**src/rtl/sscp_pkg.sv**
```systemverilog
// Package: command codes, run phases, payload structs and constants for the S-curve stepper.
package sscp_pkg;

  typedef enum logic [2:0] {
    FUNC_TICK     = 3'd0,
    FUNC_MOVE     = 3'd1,
    FUNC_MOVE_MM  = 3'd2,
    FUNC_HOME     = 3'd3,
    FUNC_STOP     = 3'd4,
    FUNC_RUN      = 3'd5,
    FUNC_LOAD     = 3'd6,
    FUNC_NOP      = 3'd7
  } func_t;

  typedef enum logic [1:0] {
    PH_STOPPED = 2'd0,
    PH_ACCEL   = 2'd1,
    PH_CRUISE  = 2'd2,
    PH_DECEL   = 2'd3
  } phase_t;

  localparam logic [2:0] CFG_ACCUM_THR  = 3'd0;
  localparam logic [2:0] CFG_STEPS_MM   = 3'd1;
  localparam logic [2:0] CFG_STEPS_REV  = 3'd2;
  localparam logic [2:0] CFG_HOME_LEVEL = 3'd3;
  localparam logic [2:0] CFG_HOME_DIR   = 3'd4;

  localparam logic [15:0] PEAK_OFFSET = 16'd100;   // added to requested top speed
  localparam logic [31:0] HOME_REVS   = 32'd1000;  // homing run length, revolutions
  localparam logic [31:0] RUN_REVS    = 32'd100;   // continuous run length, revolutions

  typedef struct packed {
    logic [2:0]         func;
    logic signed [31:0] move_steps;
    logic [15:0]        target_mm;
    logic [15:0]        top_speed;
    logic [15:0]        ramp_interval;
    logic               run_forward;
    logic               home_sensor;
    logic [7:0]         curve_index;
    logic [15:0]        curve_value;
  } in_t;

  typedef struct packed {
    logic               step_pulse;
    logic               dir_level;
    logic signed [31:0] abs_position;
    logic [1:0]         phase;
  } out_t;

endpackage

```
**src/rtl/sscp_curve_lut.sv**
```systemverilog
// Curve table memory with registered read and peak-speed scaling multiplier.
module sscp_curve_lut
  import sscp_pkg::*;
#(
  parameter int AW = 8
) (
  input  logic          clk,
  input  logic          rst_n,
  input  logic          wr_en,
  input  logic [AW-1:0] wr_addr,
  input  logic [15:0]   wr_data,
  input  logic          rd_en,
  input  logic [AW-1:0] rd_addr,
  input  logic [15:0]   peak,
  output logic          busy,
  output logic          spd_valid,
  output logic [15:0]   spd
);

  logic [15:0] mem [2**AW];
  logic [15:0] rdata_r;
  logic [31:0] prod_r;
  logic        rd_pend_r;
  logic        mul_pend_r;

  always_ff @(posedge clk) begin
    if (wr_en) begin
      mem[wr_addr] <= wr_data;
    end
    if (rd_en) begin
      rdata_r <= mem[rd_addr];
    end
  end

  // product registered before it reaches the speed register
  always_ff @(posedge clk) begin
    if (rd_pend_r) begin
      prod_r <= rdata_r * peak;
    end
  end

  always_ff @(posedge clk) begin
    if (!rst_n) begin
      rd_pend_r  <= 1'b0;
      mul_pend_r <= 1'b0;
    end else begin
      rd_pend_r  <= rd_en;
      mul_pend_r <= rd_pend_r;
    end
  end

  assign busy      = rd_pend_r | mul_pend_r;
  assign spd_valid = mul_pend_r;
  assign spd       = prod_r[31:16];

endmodule

```
**config.mk**
```make
export PLATFORM = sky130hd
export DESIGN_NAME = sscp_curve_lut
export DESIGN_NICKNAME = d
export VERILOG_FILES = /design/src/rtl/sscp_pkg.sv /design/src/rtl/sscp_curve_lut.sv
export SDC_FILE = /design/constraint.sdc
export NUM_CORES = 2
export LEC_CHECK = 0
export ABC_AREA = 1
export ABC_CLOCK_PERIOD_IN_PS = 6110
export BUFFER_PORTS_ARGS = -buffer_cell sky130_fd_sc_hd__buf_2
export CAP_MARGIN = 15
export CORE_ASPECT_RATIO = 1.1
export CORE_MARGIN = 2
export CORE_UTILIZATION = 45
export CTS_CLUSTER_SIZE = 10
export DETAILED_ROUTE_END_ITERATION = 7
export PLACE_DENSITY = 0.59
export SLEW_MARGIN = 20
export SYNTH_ARGS = -nofsm -noshare
export SYNTH_HDL_FRONTEND = slang
export SYNTH_SLANG_ARGS = --single-unit
```
**constraint.sdc**
```tcl
create_clock -name clk -period 6.11 [get_ports clk]
set_clock_uncertainty 0.05 [all_clocks]
set_input_delay 0.611 -clock clk [delete_from_list [all_inputs] [get_ports clk]]
set_output_delay 0.611 -clock clk [all_outputs]
set_load 0.01 [all_outputs]
```
==> metrics <==
Slew headroom=16.64%; post-route setup TNS=0 ns; post-layout min period=5.746 ns; H-tree depth=5; DR iter-0 viols=12850; clock buffer depth=4; EDFF count, synth=4128; top cells by area, synth=edfxtp_1 (71%), nand3_1 (12%), nand2_1 (9.8%); largest fanout on the critical path=9; Setup Viol. Count Final=0; Crit-path slowest cell=edfxtp_1; Synth Warn #=0; period utilization=94.05%; compound-cell area share of the yosys netlist=0.2373%; internal power=48.67 mW; DRT Wirelength=507.0 mm; R2R setup slack=0.36 ns; synthesized net count=15200; GRT Overall Usage=25.36%; syn avg cell area=11.79 sq um; Switching Fraction=27.34%; largest family of logic cells by synthesized area=simple AND/OR/NAND/NOR gates; port bufs=69; die width=598.7 um; crit-path cells=buf_4 -> nand2_1 -> fa_1 -> fa_1 -> inv_1 -> fa_1 -> fa_1 -> fa_1 -> inv_1 -> fa_1 -> inv_1 -> ha_1 -> a21oi_1 -> o21ai_0 -> a21oi_1 -> o21a_1 -> o21ai_0 -> xor2_1; Initial Util=45.12%; Core Area=388000 sq um; NetSw=18.31 mW; die height=658.2 um; Post-Synth Simple-Gate Area=22.06%; sequential share of power=47.3%; Peak VDD IR=0.0006463 V; grt total ovfl=0; CTS tree=built; HPWL after DPL=285.4 mm; TritonCTS Sinks=4130; Synth Cell Area=175100 sq um; antenna-violating nets left=0; DIE AREA=394000 sq um; Achievable Freq=174.0 MHz; Worst Tran Pin Value=1.250 ns; fin util=49.97%; initial antenna violation count=19; DR vias=114300; layout cells sized above 1=7.398%; crit path kind=flop to flop; Worst path most repeated cell=fa_1; post-synthesis cell type with the largest combined area=edfxtp_1; Logic pwr share=17.1%; CP Data Required Time=6.82 ns; crit-path max cell delay=0.62 ns; largest net degree at the start of global routing=178; num rows=240; I/O Pins=70; Post-synth ARST share=0%; CP Buf/Inv Count=4; CTS Buf Count=455; status=complete, no violations; FF+latch count, synth=4130; Synth Instances=14850; Final Slew Violations=0; DR vias/cell=5.668; XOR/XNOR Fraction of Synth Area=0.04503%; worst min path class=input pin to flop; Wirelength per Cell=25.15 um; routability cong.=0.8614; Final Hold Fails=0; DRC errors left=0; Leak=69.61 nW; post-synthesis sequential area ratio=70.83%; CTS clk-pin slew, worst paths=0.07 ns; pwr dens=345.5 nW/um^2; Pre-antenna DRT Iters=6; Arr. time, crit path=6.46 ns; RSZ-0062 raised after global routing=false; NumNets Final=15230; Clock Latency Late Sink=1.01 ns; Synth top area share=70.81%; mux contribution to synthesized area=0%; CTS root buffer=clkbuf_16; Critical Path Sink Type=flop; Top delay family on crit path=adder cells; first-pass GRT wire length=743.0 mm; Max Cap Viol=0; P&R area growth vs syn=10.75%; number of global-route vias before repair=108300; count of cell types in the netlist=30; adder-cell share of the synthesized area=2.929%; Startpoint Class=flop; Clk network pwr share=35.6%; most used flip-flop cell after synthesis=edfxtp_1
## placed cells by master, fill, tap and decap left out, types with 6 or more instances in the layout
master	instances
a21oi_1	35
buf_12	76
buf_2	47
buf_4	423
buf_8	19
clkbuf_1	19
clkbuf_16	458
clkinv_8	7
diode_2	18
edfxtp_1	4128
fa_1	193
ha_1	101
inv_1	409
inv_16	10
nand2_1	4533
nand2_2	16
nand3_1	4052
nor2_1	292
nor2_2	28
o21a_1	6
o21ai_0	21
xor2_1	6
## final timing paths
kind,startpoint,cells past startpoint,endpoint
hold reg to reg,rd_pend_r,2,spd_valid
hold / removal,wr_data[13],1,mem[53][13]
setup / recovery,rdata_r[11],18,prod_r[28]
setup reg to reg,rdata_r[11],18,prod_r[28]
## metrics by stage
step	power (mW)	hold WS [ns]	area, sq um	std cells	setup WS [ns]
after floorplan	39.82	0.6014	175100	14850	0.3111
after global placement	43.74	0.7612	181600	19620	0.1629
after detailed placement	43.75	0.7665	181600	19620	0.1505
after CTS	67.39	0.01148	193800	20130	0.2425
after global routing	69.84	0.03264	193800	20140	0.08140
final	66.99	0.03493	193900	20160	0.3638
## sequential cells by signal (all words and copies together) (netlist names)
register	cells
mem	4096
rdata_r	16
rd_pend_r	1
spd_valid	1
prod_r	16
## Yosys cell counts, types with 5 or more instances
cell	count
fa_1	193
clkbuf_1	213
edfxtp_1	4128
nand3_1	4052
a31oi_1	5
nand2_1	4549
buf_2	507
nor2_1	321
buf_6	32
nor3_1	5
buf_4	166
xor2_1	6
o21ai_0	21
a21oi_1	35
ha_1	101
buf_1	80
inv_1	411
o21a_1	6
## cells by family after synthesis
group,count (synthesis)
simple gates,8932
xor+xnor,9
fa+ha+maj,294
compound gates,75
flops,4130
buf+inv,1414
## area by class of cell
class                   count  area [sq um]
flip-flops and latches   4130        124000
clock buffers             477         11530
multi-input cells        9310         44360
diodes                     18         45.04
well taps                5203          6510
inverters                 415          1610
clock inverters            34         553.0
fillers                 33760        194100
repair buffers            571          5279
## timing repair
| action | in CTS | in global routing |
|---|---|---|
| hold buffers | 5 | 0 |
| setup endpoints to repair | 0 | 5 |
| hold endpoints to repair | 25 | 0 |
| gates resized for setup | 0 | 0 |
| setup buffers | 0 | 6 |
## per-layer routing
metal / routed length, um / global-route usage [%] / share of wire [%]
met5: 9 / 0 / 0.0018
met3: 37740 / 3.917 / 7.4
met4: 20770 / 9.887 / 4.1
met2: 241100 / 40.76 / 48
met1: 207400 / 34.73 / 41
## power by group through the flow
stage	logic [mW]	clock network, mW	registers (mW)
2_1_floorplan	7.62	0	32.2
3_3_place_gp	11.5	0	32.3
3_5_place_dp	11.5	0	32.3
4_1_cts	11.6	24.1	31.7
5_1_grt	13.0	25.1	31.7
6_report	11.5	23.8	31.7
## worst reg2reg max path: stages (launching register included)
cell and delay (ns):
edfxtp_1 0.62, buf_4 0.26, nand2_1 0.08, fa_1 0.49, fa_1 0.51, inv_1 0.06, fa_1 0.55, fa_1 0.43
fa_1 0.50, inv_1 0.05, fa_1 0.49, inv_1 0.04, ha_1 0.34, a21oi_1 0.28, o21ai_0 0.17, a21oi_1 0.20
o21a_1 0.13, o21ai_0 0.10, xor2_1 0.16
Power figures use the tool's default switching activity.
